`config.mk`:
```
export PLATFORM = sky130hd
export DESIGN_NAME = gcc_ctrl
export DESIGN_NICKNAME = d
export VERILOG_FILES = /design/src/rtl/gcc_pkg.sv /design/src/rtl/gcc_ctrl.sv
export SDC_FILE = /design/constraint.sdc
export NUM_CORES = 1
export LEC_CHECK = 0
export BUFFER_PORTS_ARGS = -buffer_cell sky130_fd_sc_hd__buf_2
export CAP_MARGIN = 20
export CORE_UTILIZATION = 50
export CTS_CLUSTER_SIZE = 14
export DETAILED_ROUTE_END_ITERATION = 10
export HOLD_SLACK_MARGIN = 0.02
export PLACE_DENSITY_LB_ADDON = 0.1
export REMOVE_ABC_BUFFERS = 1
export SETUP_SLACK_MARGIN = 0.1
export SLEW_MARGIN = 40
export SYNTH_ARGS = -nofsm -noshare
export SYNTH_HDL_FRONTEND = slang
export SYNTH_SLANG_ARGS = --single-unit
```
`constraint.sdc`:
```
create_clock -name clk -period 5.45 [get_ports clk]
set_input_delay 0.2725 -clock clk [delete_from_list [all_inputs] [get_ports clk]]
set_output_delay 0.2725 -clock clk [all_outputs]
set_load 0.005 [all_outputs]
```
`src/rtl/gcc_pkg.sv`:
```
package gcc_pkg;

  typedef enum logic [1:0] {
    OP_LOAD   = 2'd0,
    OP_RENDER = 2'd1,
    OP_READ   = 2'd2,
    OP_NONE   = 2'd3
  } opcode_t;

  typedef enum logic [1:0] {
    MODE_NORMAL  = 2'd0,
    MODE_SHADOW  = 2'd1,
    MODE_OUTLINE = 2'd2,
    MODE_ALT     = 2'd3
  } mode_t;

  typedef enum logic [2:0] {
    ST_CLEAR,
    ST_IDLE,
    ST_SETUP,
    ST_RUN,
    ST_GAP
  } state_t;

  localparam logic [11:0] WHITE_RGB  = 12'h0fff;
  localparam logic [3:0]  ALPHA_FULL = 4'hf;
  localparam int          RING_LAST  = 8;

  // One pass of a render: offset, colour choice, blend flag, end of list.
  typedef struct packed {
    logic [1:0] ox;
    logic [1:0] oy;
    logic       white;
    logic       blend;
    logic       last;
  } pass_t;

  typedef struct packed {
    logic  latch;
    logic  clr_step;
    logic  pass_init;
    logic  run;
    logic  load;
    logic  read;
    pass_t pass;
  } dp_cmd_t;

  typedef struct packed {
    logic clr_last;
    logic pass_empty;
    logic run_last;
  } dp_sts_t;

  function automatic pass_t pass_desc(input logic [1:0] mode, input logic [3:0] k);
    pass_t p;
    p = '0;
    unique case (mode)
      MODE_SHADOW: begin
        if (k == 4'd0) begin
          p.ox = 2'd1; p.oy = 2'd1;
        end else begin
          p.white = 1'b1; p.blend = 1'b1; p.last = 1'b1;
        end
      end
      MODE_OUTLINE: begin
        case (k)
          4'd0: begin p.ox = 2'd0; p.oy = 2'd0; end
          4'd1: begin p.ox = 2'd1; p.oy = 2'd0; end
          4'd2: begin p.ox = 2'd2; p.oy = 2'd0; end
          4'd3: begin p.ox = 2'd0; p.oy = 2'd1; end
          4'd4: begin p.ox = 2'd2; p.oy = 2'd1; end
          4'd5: begin p.ox = 2'd0; p.oy = 2'd2; end
          4'd6: begin p.ox = 2'd1; p.oy = 2'd2; end
          4'd7: begin p.ox = 2'd2; p.oy = 2'd2; end
          default: begin p.ox = 2'd1; p.oy = 2'd1; end
        endcase
        p.blend = (k != 4'd0);
        p.white = (k >= 4'(RING_LAST));
        p.last  = (k >= 4'(RING_LAST));
      end
      default: begin
        p.white = 1'b1; p.last = 1'b1;
      end
    endcase
    return p;
  endfunction

  // (diff * a) / 15 truncated toward zero, plus dst, low nibble kept.
  // |diff * a| <= 225, so x * 137 >> 11 equals x / 15 on that range.
  function automatic logic [3:0] mix_nibble(input logic [3:0] src, input logic [3:0] dst,
                                             input logic [3:0] a);
    logic [4:0]  diff;
    logic        neg;
    logic [3:0]  mag_d;
    logic [7:0]  mag;
    logic [15:0] scaled;
    logic [3:0]  q;
    diff   = {1'b0, src} - {1'b0, dst};
    neg    = diff[4];
    mag_d  = neg ? 4'(-diff) : diff[3:0];
    mag    = 8'(mag_d) * 8'(a);
    scaled = 16'(mag) * 16'd137;
    q      = scaled[14:11];
    return (neg ? 4'(-q) : q) + dst;
  endfunction

endpackage

```
`src/rtl/gcc_ctrl.sv`:
```
module gcc_ctrl (
  input  logic            clk,
  input  logic            rst_n,
  input  logic            start,
  input  logic [1:0]      opcode,
  input  logic [1:0]      mode,
  input  gcc_pkg::dp_sts_t sts,
  output gcc_pkg::dp_cmd_t cmd,
  output logic            busy
);
  import gcc_pkg::*;

  state_t     state_r, state_nxt;
  logic [1:0] mode_r, mode_nxt;
  logic [3:0] k_r, k_nxt;
  logic       pend_r, pend_nxt;
  pass_t      cur;
  logic       acc;

  assign cur  = pass_desc(mode_r, k_r);
  assign busy = (state_r != ST_IDLE);
  assign acc  = start && (state_r == ST_IDLE);

  always_ff @(posedge clk) begin
    if (!rst_n) begin
      state_r <= ST_CLEAR;
      mode_r  <= MODE_NORMAL;
      k_r     <= '0;
      pend_r  <= 1'b0;
    end else begin
      state_r <= state_nxt;
      mode_r  <= mode_nxt;
      k_r     <= k_nxt;
      pend_r  <= pend_nxt;
    end
  end

  always_comb begin
    state_nxt = state_r;
    mode_nxt  = mode_r;
    k_nxt     = k_r;
    pend_nxt  = pend_r;
    unique case (state_r)
      ST_CLEAR: if (sts.clr_last) state_nxt = pend_r ? ST_SETUP : ST_IDLE;
      ST_IDLE: begin
        if (acc && opcode == OP_RENDER) begin
          state_nxt = ST_CLEAR;
          mode_nxt  = mode;
          k_nxt     = '0;
          pend_nxt  = 1'b1;
        end
      end
      ST_SETUP: begin
        if (!sts.pass_empty) state_nxt = ST_RUN;
        else if (cur.last) begin
          state_nxt = ST_IDLE;
          pend_nxt  = 1'b0;
        end else k_nxt = k_r + 4'd1;
      end
      ST_RUN: if (sts.run_last) state_nxt = ST_GAP;
      ST_GAP: begin
        if (cur.last) begin
          state_nxt = ST_IDLE;
          pend_nxt  = 1'b0;
        end else begin
          state_nxt = ST_SETUP;
          k_nxt     = k_r + 4'd1;
        end
      end
      default: state_nxt = ST_IDLE;
    endcase
  end

  always_comb begin
    cmd      = '0;
    cmd.pass = cur;
    unique case (state_r)
      ST_CLEAR: cmd.clr_step = 1'b1;
      ST_IDLE: begin
        cmd.latch = acc && (opcode == OP_RENDER);
        cmd.load  = acc && (opcode == OP_LOAD);
        cmd.read  = acc && (opcode == OP_READ);
      end
      ST_SETUP: cmd.pass_init = !sts.pass_empty;
      ST_RUN:   cmd.run = 1'b1;
      ST_GAP:   cmd.run = 1'b0;
      default:  cmd.run = 1'b0;
    endcase
  end

endmodule

```
==> Word-level counts from Yosys, hierarchy flattened <==
Memories as Yosys holds them, arrays and structs flattened. A register that Yosys moved wholly into a read port is not among the register bits.
Cells that the tools add are included.
{ "word_totals": {"latch_bits": 0, "reg_bits": 10, "out_inout_bits": 14, "mem_bits_ro": 32, "n_memories": 1, "inputBits": 10, "ram_bits": 0} }
{ "mem_list": {"columns": ["memory", "words", "width", "rd", "rd_clocked_by_memory_dff", "wr", "line_no", "source"], "rows": [
  ["(no name shown)", 8, 4, 1, 1, 0, "gcc_pkg.sv:66", "case (k)"]
]} }
{ "op_classes": {"div_mod_pow": 0, "n_addsub": 1, "n_reduce_logical": 13, "n_bitwise": 0, "mux": 30, "n_shift": 0, "n_lt_le_gt_ge": 1, "n_mul": 0, "n_eq_ne": 14} }
{ "ops": {"columns": ["cell", "n"], "rows": [
  ["3-bit two-way mux", 9],
  ["4-bit two-way mux", 4],
  ["3-bit one-hot mux with 5 select lines", 1],
  ["4-bit one-hot mux with 3 select lines", 1],
  ["4-bit one-hot mux with 2 select lines", 1],
  ["1-bit two-way mux", 7],
  ["3-bit by 2-bit equality test with 1-bit output (second input constant)", 2],
  ["2-bit two-way mux", 3],
  ["2-bit inequality test (second input constant)", 3],
  ["1-bit one-hot mux with 2 select lines", 3],
  ["4-bit by 1-bit adder with 4-bit output (second input constant)", 1],
  ["2-bit by 1-bit equality test with 1-bit output (second input constant)", 2],
  ["2-bit equality test (second input constant)", 2],
  ["4-bit >= comparator (second input constant)", 1],
  ["1-bit logical AND", 4],
  ["4-bit zero test", 1],
  ["4-bit AND reduction", 1],
  ["4-bit nonzero test", 1],
  ["3-bit by 1-bit equality test with 1-bit output (second input constant)", 1],
  ["3-bit equality test (second input constant)", 1],
  ["3-bit zero test", 1],
  ["3-bit by 1-bit inequality test with 1-bit output (second input constant)", 1],
  ["3-bit inequality test (second input constant)", 1],
  ["1-bit one-hot mux with 3 select lines", 1],
  ["other kinds (6)", 6]
]} }

==> Longest topological paths before layout <==
Gate-level depths: netlist (run 1).
{ "logic_depth": {"ltp_word": 8, "depth_mapped": 13, "depth_no_buf": 12} }

==> Worst setup path before layout (run 1) <==
OpenSTA, ideal clock, no wires.
{ "synth_timing": {"path_type": "register to register", "from": "register mode_r[0]", "to": "register (tool-made name)", "n_path_buf": 0, "setup_ns": 0.067, "arrival_time_ns": 2.264, "setup_slack_ns": 3.119, "synth_period_minus_slack_ns": 2.331, "stages_incl_launch_ff": 12, "path_cell_list": "dfxtp_1 inv_1 ha_1 o21a_1 a211oi_2 inv_2 a211oi_2 a221oi_2 nor2_2 inv_2 ha_1 o21ai_2"} }
{ "synth_lines": {"columns": ["item", "line_no", "source"], "rows": [
  ["from (decl)", "gcc_ctrl.sv:14", "logic [1:0] mode_r, mode_nxt;"],
  ["from (signal assigned)", "gcc_ctrl.sv:32", "mode_r <= mode_nxt;"]
]} }

==> metrics.md, run 1 <==
| Metric | Value |
|---|---|
| Reg2reg path depth | 11 |
| P_int | about 170 uW |
| First-pass DRT Iterations | 4 |
| Dpl cells | 170 |
| Worst-path clk slew | around 0.090 ns |
| Total wire length | 2020 microns |
| WL/cell | about 12 microns |
| Flop-to-flop setup slack | 2.82 ns |
| Synth-to-layout area growth | 12.8% |
| Die area | 2280 sq um |
| Final ANT Viol Nets | 0 |
| Register area | 280 sq um |
| Max_slew headroom | 62.8% |
| Combinational Power Share | 23.1% |
| Static Leak | around 0.00050 uW |
| Slew Limit Fails | 0 |
| Flop pwr share | 46.3% |
| Worst hold start | mode[0] |
| Number of global-route vias before repair | 734 |
| Worst Path Arrival | 2.85 ns |
| CTS-repair resized insts | 0 |
| CTS tree | yes |
| Netlist Area Pre-Place | approximately 1000 sq um |
| PwrDens | 211 nW/um^2 |
| Clock power share | 30.6% |
| Startpoint types | flip-flop |
| DP HPWL | 1530 microns |
| Fmax | 380 MHz |
| Commonest cells in the netlist | dfxtp_1, nand2_1, inv_1, ha_1 |
| Placer Congestion | 0.911 |
| Sw Pwr | 76.1 uW |
| Area of the core | 1960 sq um |
| Initial antenna violation count | 0 |
| CP required | 5.67 ns |
| Pin count of the biggest net entering global routing | 14 |
| Ratio of cells with drive above 1 in the final layout | 30.6% |
| Worst-path fanout max | 8 |
| Critical path type | reg2reg |
| Synthesized flop and latch total | 14 |
| CTS Hold Bufs | 0 |
| Latest clock arrival within the worst-skew pair | 0.28 ns |
| Setup TNS | 0 ns |
| Post-Syn Instances | about 130 |
| Setup Viol. Count Final | 0 |
| Synth Warn # | 0 |
| CP Capture Type | flip-flop |
| Seq/Total Area, Yosys | approximately a quarter |
| Vias per inst | around 5.4 |
| Setup bufs post-CTS | 0 |
| Clock buffer depth | 2 |
| Clk sinks | 14 |
| Top cell type by total area after synthesis | dfxtp_1 |
| Area of the multi-input gates | 651 sq um |
| Least-Margin Pin Slew | 0.556 ns |
| Initial Util | 53.4% |
| Rows | 16 |
| Global-route wire length before repair | a little over 3000 microns |
| DRT iter0 DRCs | 24 |
| Hold Path Depth | 3 |
| Area contributors post-synth | dfxtp_1, ha_1, nand2_1, a211oi_2, nand2b_1 |
| Vias | 944 |
| Number of flops mapped to enable cells by yosys | 0 |
| Diodes inserted | 0 |
| Ys async rst share | 0% |
| Clock skew | roughly 0.0063 ns |
| Hold worst-path end | mode_r[0] |
| Root buffer cell | clkbuf_4 |
| HP Class | in2reg |
| H-tree depth | 1 |
| Max IR drop VDD | 128 uV |
| Post-synth top area share | 26.7% |
| Gr ovfl total | 0 |
| Fin crit period | 2.63 ns |
| Final period util | 48.3% |
| Synth unique cells | 50 |
| Max cap viols | 0 |
| Port Buffers | 23 |
| Residual DRC | 0 |
| Layout fillers | 190 |
| Outcome | finished clean |
| Worst R2R Start | mode_r[0] |
| Most frequent cell after synthesis | dfxtp_1 |
| RSZ-0062 raised after global routing | no |
| Top_reg_cell synth | dfxtp_1 |
| Nets | approximately 160 |
| Die height | ~48 microns |
| Switching Fraction | 30.5% |
| GRT Util Overall | 19.3% |
| I/O pin total | 24 |
| Syn_area_per_cell | 8.19 sq um |
| Die width | 47.8 microns |
| Final-report hold violation count | 0 |
| CTS buffer count | 3 |
| Non-filler cells, final | 174 |
==> power by group through the flow <==
stage / combinational (uW) / sequential [uW] / clock [uW]
after floorplan: 39.5 / 115 / 0
after global placement: 56.8 / 117 / 0
after detailed placement: 57.6 / 118 / 0
after CTS: 57.9 / 115 / 78.2
after global routing: 65.3 / 117 / 81.4
final: 57.6 / 115 / 76.3
==> per-layer routing <==
| layer | vias to the layer above | global-route usage [%] | wire length, microns |
|---|---|---|---|
| li1 | 493 | - | - |
| met1 | 420 | 26.4 | 997 |
| met2 | 29 | 29.7 | 914 |
| met3 | 2 | 3.40 | 98 |
| met4 | 0 | 8.33 | 14 |
| met5 | - | 0 | 0 |
==> cell families (layout without fill, tap and decap cells) <==
family | count (synthesis) | in the layout | share of synthesized area [%]
xor gates and xnor gates | 2 | 2 | 1.67
DFF | 14 | 14 | 26.7
muxes | 2 | 2 | 2.03
buffers and inverters | 22 | 41 | 11.2
AOI/OAI and AO/OA | 32 | 32 | 25.1
and+or+nand+nor | 50 | 50 | 26.1
adders and majority gates | 6 | 6 | 7.16
==> through the flow <==
step / setup slack (ns) / total power [uW] / instance area, sq um / hold slack, ns / utilization (%)
3_5_place_dp: 2.84 / 175 / 1150 / 0.461 / 58.4
3_3_place_gp: 2.98 / 174 / 1150 / 0.460 / 58.4
2_1_floorplan: 3.10 / 155 / 997 / 0.407 / -
5_1_grt: 2.57 / 263 / 1180 / 0.231 / 60.3
4_1_cts: 2.79 / 251 / 1180 / 0.218 / 60.3
6_report: 2.82 / 249 / 1180 / 0.225 / 60.3
==> worst max path at each step <==
stage | start | endpoint | depth (start not counted)
global placement | mode_r[0] | flip-flop | 11
CTS | mode_r[0] | flip-flop | 11
global route | mode_r[0] | flip-flop | 11
floorplan | mode_r[0] | flip-flop | 11
finish | mode_r[0] | flip-flop | 11
detailed placement | mode_r[0] | flip-flop | 11
==> area by class of cell <==
| cell class | instances | area share [%] |
|---|---|---|
| flip-flops and latches | 14 | 23.7 |
| multi-input cells | 92 | 55.0 |
| repair buffers | 23 | 9.74 |
| inverters | 14 | 5.61 |
| well taps | 27 | 2.86 |
| clock buffers | 4 | 3.07 |
==> worst max-delay path, stage by stage, from the launching register on <==
cell and delay (ns):
dfxtp_1 0.36, inv_1 0.05, ha_1 0.25, o21a_1 0.21, a211oi_2 0.50, inv_2 0.17, a211oi_2 0.30, a221oi_2 0.12
nor2_2 0.14, inv_2 0.06, ha_1 0.28, o21ai_2 0.13
==> layout by cell type (no fill, tap or decap), types with 2 or more instances in the layout <==
| cell | Yosys | routed |
|---|---|---|
| nor2b_1 | 2 | 2 |
| a21boi_1 | 3 | 3 |
| o22ai_1 | 2 | 2 |
| dfxtp_1 | 14 | 14 |
| and3_1 | 4 | 4 |
| nor2_2 | 2 | 2 |
| a211oi_2 | 3 | 3 |
| nand3_1 | 2 | 2 |
| inv_1 | 8 | 8 |
| nor2_1 | 5 | 5 |
| nor4bb_1 | 2 | 2 |
| ha_1 | 6 | 6 |
| nor3_1 | 5 | 5 |
| nand2_1 | 13 | 13 |
| nand4_1 | 3 | 3 |
| o21ai_0 | 5 | 5 |
| nand2b_1 | 5 | 5 |
| inv_2 | 4 | 4 |
| clkbuf_4 | 0 | 3 |
| buf_2 | 2 | 23 |
| a21oi_1 | 5 | 5 |
Note: power is estimated with default switching activity, not from simulation.
==> run 2: changes to the inputs <==
==> constraint.sdc (replaced) <==
create_clock -name clk -period 2.7 [get_ports clk]
set_input_delay 0.135 -clock clk [delete_from_list [all_inputs] [get_ports clk]]
set_output_delay 0.135 -clock clk [all_outputs]
set_load 0.005 [all_outputs]
==> metrics.md, run 2 (same netlist as run 1, synthesis figures left out) <==
| Metric | Value |
|---|---|
| Most frequent cells in the layout | buf_2, dfxtp_1, nand2_1 |
| Rows | 16 (unchanged) |
| Area of the core | 1960 sq um (unchanged) |
| RSZ-0062 raised after global routing | no |
| Layout fillers | 198 (+4.2%) |
| Commonest non-fill, non-tap cell in the layout | buf_2 |
| Critical path type | reg2reg |
| Final-report hold violation count | 0 (unchanged) |
| PwrDens | 432 nW/um^2 (+100%) |
| Setup TNS | 0 ns (unchanged) |
| Area after DPL | 1170 sq um (+2.0%) |
| Root buffer cell | clkbuf_4 |
| Combinational Power Share | 27.8% (+4.7 points) |
| Synth-to-layout area growth | 16.7% |
| CTS tree | yes |
| Global routing usage on met2 | 30.0% (+0.27 points) |
| Setup Viol. Count Final | 0 (unchanged) |
| Ratio of cells with drive above 1 in the final layout | 32.7% (+2.1 points) |
| DRT iter0 DRCs | 23 (-4.2%) |
| Worst-path fanout max | 11 (+3) |
| I/O pin total | 24 (unchanged) |
| Fin crit period | 2.43 ns (-0.204 ns) |
| Fmax | 412 MHz (+8.4%) |
| Diodes inserted | 0 (unchanged) |
| Worst Path Arrival | 2.65 ns (-0.20 ns) |
| Initial Util | 53.4% (unchanged) |
| Pin count of the biggest net entering global routing | 14 (unchanged) |
| Least-Margin Pin Slew | 0.460 ns (-0.0961 ns) |
| CTS buffer count | 3 (unchanged) |
| Met1 Resource Use GR | 33.6% (+7.1 points) |
| Max IR drop VDD | 337 uV (+160%) |
| Initial antenna violation count | 0 (unchanged) |
| Residual DRC | 0 (unchanged) |
| Nets | 167 (+1.8%) |
| Global-route wire length before repair | 3430 microns (+11%) |
| Dpl cells | 173 (+1.8%) |
| Clock power share | 30.3% (-0.3 points) |
| Die width | 47.8 microns (unchanged) |
| HP Class | in2reg |
| Overall power | 528 uW (+110%) |
| Static Leak | 0.000521 uW (+3.8%) |
| Vias | 983 (+4.1%) |
| Gr ovfl total | 0 (unchanged) |
| Placer Congestion | 0.903 (-0.89%) |
| Total wire length | 2200 microns (+8.8%) |
| WL/cell | 12.4 microns (+7.0%) |
| CP required | 2.93 ns (-2.74 ns) |
| Vias per inst | 5.55 (+2.4%) |
| P_int | 360 uW (+110%) |
| Final period util | 89.9% (+42 points) |
| Port Buffers | 23 (unchanged) |
| Final ANT Viol Nets | 0 (unchanged) |
| Die height | 47.8 microns (unchanged) |
| Number of global-route vias before repair | 733 (-0.14%) |
| Clk sinks | 14 (unchanged) |
| CP Capture Type | flip-flop |
| Clock skew | 0.00546 ns (-0.000857 ns) |
| Worst-path clk slew | 0.10 ns (about the same) |
| Met3 usage in global routing | 2.26% (-1.1 points) |
| DP HPWL | 1690 microns (+10%) |
| Non-filler cells, final | 177 (+1.7%) |
| Flop pwr share | 41.9% (-4.4 points) |
| Busiest layer in global routing | met1 |
| Switching Fraction | 31.9% (+1.3 points) |
| Startpoint types | flip-flop |
| First-pass DRT Iterations | 4 (unchanged) |
| Sw Pwr | 168 uW (+120%) |
| Clock buffer depth | 2 (unchanged) |
| Slew Limit Fails | 0 (unchanged) |
| Max cap viols | 0 (unchanged) |
| H-tree depth | 1 (unchanged) |
| CTS Hold Bufs | 0 (unchanged) |
| Max_slew headroom | 69.3% (+6.5 points) |
| Latest clock arrival within the worst-skew pair | 0.29 ns (about the same) |
| GRT Util Overall | 21.8% (+2.5 points) |
| Die area | 2280 sq um (unchanged) |
| Design area | 1220 sq um (+3.5%) |
| Outcome | finished clean |
run 2: area by class of cell:
cell class	count	area, sq um	area share, %
Multi-Input combinational cell	92	669	54.7
Sequential cell	14	280	22.9
Timing Repair Buffer	26	138	11.2
Inverter	14	66.3	5.42
Clock buffer	4	36.3	2.97
Tap cell	27	33.8	2.76
run 2: metal layers:
metal  share of wire (%)  routed length (microns)
met1                  50                     1090
met2                  43                      954
met3                 5.4                      119
met4                 1.7                       37
met5                   0                        0
run 2: worst paths after layout:
kind / startpoint / end / slack [ns] / cells past startpoint
worst max-delay path: state_r[2] / flip-flop / 0.27 / 8
worst min-delay path: mode[1] / mode_r[1] / 0.08 / 3
worst max register to register: state_r[2] / flip-flop / 0.27 / 8
worst min register to register: mode_r[1] / mode_r[1] / 0.48 / 2
run 2: critical path: stages, from the launching register on:
cell	delay (ns)
dfxtp_1	0.42
or3b_1	0.45
or2_2	0.46
a211oi_4	0.31
a221oi_4	0.11
nor2_2	0.14
inv_2	0.05
ha_1	0.28
o21ai_2	0.14
run 2: per-stage QoR:
step	util (%)	hold slack [ns]	worst slack [ns]
6_report	62.4	0.0759	0.272
3_3_place_gp	59.6	0.379	0.276
2_1_floorplan	-	0.270	0.352
4_1_cts	61.4	0.0676	0.225
3_5_place_dp	59.6	0.387	0.249
5_1_grt	62.4	0.0841	0.117
run 2: power by group through the flow:
stage	Combinational, uW	Sequential, uW	Clock [uW]
2_1_floorplan	79.8	233	0
3_3_place_gp	141	226	0
3_5_place_dp	144	226	0
4_1_cts	144	222	166
5_1_grt	168	222	173
6_report	147	221	160
run 2: timing repair:
item,CTS,global route
setup buffers,0,0
resized for setup,0,3
endpoints found under the setup margin,0,2
==> run 3: changes to the inputs <==
--- a/config.mk
+++ b/config.mk
@@ -5,6 +5,7 @@
 export SDC_FILE = /design/constraint.sdc
 export NUM_CORES = 1
 export LEC_CHECK = 0
+export ABC_AREA = 1
 export BUFFER_PORTS_ARGS = -buffer_cell sky130_fd_sc_hd__buf_2
 export CAP_MARGIN = 20
 export CORE_UTILIZATION = 50
==> metrics.md, run 3 <==
| Metric | Value |
|---|---|
| Outcome | finished clean |
| Ordered cell list for the critical path | inv_1, ha_1, a21oi_2, nand2_4, nand2_1, nand3_1, nand2_2, nand3_2, ha_1, inv_1, nand2_1, nand2_1 |
| Static Leak | 0.000652 uW (+25%) |
| DRT iter0 DRCs | 23 (unchanged) |
| Critical path type | reg2reg |
| Worst-path clk slew | 0.09 ns (about the same) |
| Seq/Total Area, Yosys | 27.2% (+0.42 points) |
| CTS tree | yes |
| Commonest non-fill, non-tap cell in the layout | nand2_1 |
| Setup Viol. Count Final | 0 (unchanged) |
| Number of global-route vias before repair | 844 (+15%) |
| H-tree depth | 1 (unchanged) |
| Fin crit period | 1.99 ns (-0.437 ns) |
| Combinational Power Share | 54.0% (+26 points) |
| Total wire length | 2230 microns (+1.4%) |
| Flop pwr share | 28.6% (-13 points) |
| Max IR drop VDD | 646 uV (+92%) |
| Most frequent cells in the layout | nand2_1, inv_1, buf_2 |
| Die area | 2250 sq um (-1.5%) |
| Clock power share | 17.4% (-13 points) |
| Fmax | 502 MHz (+22%) |
| Area contributors post-synth | dfxtp_1, nand2_1, inv_1, ha_1, nor2_1 |
| Setup TNS | 0 ns (unchanged) |
| CTS Hold Bufs | 0 (unchanged) |
| GRT Util Overall | 22.2% (+0.32 points) |
| Synthesized flop and latch total | 14 (unchanged) |
| Mux contribution to synthesized area | 0% (-2.0 points) |
| Clk sinks | 14 (unchanged) |
| CP required | 2.89 ns (-0.04 ns) |
| First-pass DRT Iterations | 4 (unchanged) |
| Setup bufs post-CTS | 0 (unchanged) |
| Max cap viols | 0 (unchanged) |
| Post-synth top area share | 27.2% (+0.42 points) |
| RSZ-0062 raised after global routing | no |
| Initial Util | 53.2% (-0.29 points) |
| Most frequent CP cell | nand2_1 |
| CP Capture Type | flip-flop |
| Synth Area in Simple Gates | 42.8% (+17 points) |
| Top_reg_cell synth | dfxtp_1 |
| Pin count of the biggest net entering global routing | 11 (-3) |
| DP HPWL | 1790 microns (+6.0%) |
| Die width | 47.4 microns (-0.75%) |
| Slew Limit Fails | 0 (unchanged) |
| Worst-path fanout max | 8 (-3) |
| Ratio of cells with drive above 1 in the final layout | 30.0% (-2.7 points) |
| Startpoint types | flip-flop |
| Clock skew | 0.00322 ns (-0.00224 ns) |
| Global-route wire length before repair | 3500 microns (+2.0%) |
| Gr ovfl total | 0 (unchanged) |
| Ys async rst share | 0% (unchanged) |
| Final-report hold violation count | 0 (unchanged) |
| Area of the core | 1940 sq um (-1.0%) |
| Placer Congestion | 0.904 (+0.11%) |
| Root buffer cell | clkbuf_4 |
| Commonest cells in the netlist | nand2_1, inv_1, nor2_1, dfxtp_1, nand3_1 |
| I/O pin total | 24 (unchanged) |
| Top cell type by total area after synthesis | dfxtp_1 |
| Clock buffer depth | 2 (unchanged) |
| Post-Syn Instances | 155 (+21%) |
| Largest family of logic cells by synthesized area | simple AND/OR/NAND/NOR gates |
| CTS-repair resized insts | 0 (unchanged) |
| Compound-Gate Fraction of Synth Area | 10.3% (-15 points) |
| Vias per inst | 4.86 (-13%) |
| Nets | 197 (+18%) |
| Die height | 47.4 microns (-0.75%) |
| Final ANT Viol Nets | 0 (unchanged) |
| Post-synthesis xor/xnor area fraction | 0% (-1.7 points) |
| PwrDens | 756 nW/um^2 (+75%) |
| Switching Fraction | 46.8% (+15 points) |
| Initial antenna violation count | 0 (unchanged) |
| Rows | 16 (unchanged) |
| Synth Area in Adders | 7.27% (+0.11 points) |
| Residual DRC | 0 (unchanged) |
| Max_slew headroom | 79.7% (+10 points) |
| CTS buffer count | 3 (unchanged) |
| Slowest stage cell on the critical path | dfxtp_1 |
| Worst Hold Slack | 0.109 ns (+0.0329 ns) |
| Most frequent cell after synthesis | nand2_1 |
| Synth Warn # | 0 (unchanged) |
| Synth-to-layout area growth | 16.5% |
| Worst Path Arrival | 2.18 ns (-0.47 ns) |
| Latest clock arrival within the worst-skew pair | 0.29 ns (about the same) |
| Synth unique cells | 24 (-52%) |
| Least-Margin Pin Slew | 0.303 ns (-0.157 ns) |
| P_int | 484 uW (+34%) |
| Netlist Area Pre-Place | 1030 sq um (-1.6%) |
| HP Class | in2reg |
| WL/cell | 10.8 microns (-13%) |
| Diodes inserted | 0 (unchanged) |
| Syn_area_per_cell | 6.66 sq um (-19%) |
| Port Buffers | 23 (unchanged) |
| Final period util | 73.7% (-16 points) |
| Worst path max stage delay | 0.35 ns (-0.11 ns) |
| Number of flops mapped to enable cells by yosys | 0 (unchanged) |
| Vias | 1,005 (+2.2%) |
| Sw Pwr | 425 uW (+150%) |
==> run 3: changes by cell type after synthesis, moves of 4 or more <==
cell / delta
nand3_2: +5
and3_1: -4
nand2b_1: -5
nand2_2: +8
o21ai_1: +4
nor2_1: +11
nand2_1: +21
inv_1: +16
nand3_1: +7
==> run 3: worst max-delay path, delay by kind of cell, from the launching register on <==
kind            cells  cell delay (ns)
simple gates        7             0.58
fa+ha+maj           2             0.62
flops               1             0.35
buf+inv             2             0.09
compound gates      1             0.23
==> run 3: layer usage <==
metal  vias to the layer above  routed length [microns]  track usage [%]
li1                        537                        -                -
met1                       437                     1080             30.6
met2                        26                     1020             36.4
met3                         5                      107             2.26
met4                         0                       31             6.86
met5                         -                        0                0
==> run 3: power groups by stage <==
stage                     Sequential (uW)  Combinational, uW  Clock [uW]
after floorplan                       259                380           0
after CTS                             259                490         160
final                                 260                491         159
after detailed placement              264                484           0
after global routing                  263                555         170
after global placement                262                479           0
==> run 3: final timing paths <==
path                   from   endpoint  slack [ns]  cells after the start
hold / removal      mode[1]  mode_r[1]        0.11                      3
setup / recovery  mode_r[0]  flip-flop        0.71                     12
setup reg to reg  mode_r[0]  flip-flop        0.71                     12
hold reg to reg   mode_r[1]  mode_r[1]        0.49                      2
==> run 3: cells by family after synthesis <==
logic type,count (synthesis)
and+or+nand+nor,85
buffers and inverters,32
AOI/OAI and AO/OA,18
DFF,14
adders and majority gates,6
==> run 3: metrics by stage <==
stage	std cells	worst slack, ns	util, %	total power (uW)	area, sq um
floorplan	153	0.897	-	639	1020
global placement	203	0.839	60.1	742	1170
detailed placement	203	0.724	60.1	748	1170
CTS	207	0.708	61.9	908	1200
global route	207	0.529	61.9	988	1200
finish	207	0.709	61.9	909	1200
==> run 3: layout make-up <==
class | instances | area, sq um
fillers | 201 | 739
multi-input cells | 109 | 623
flip-flops and latches | 14 | 280
repair buffers | 23 | 115
inverters | 30 | 114
clock buffers | 4 | 36.3
well taps | 27 | 33.8
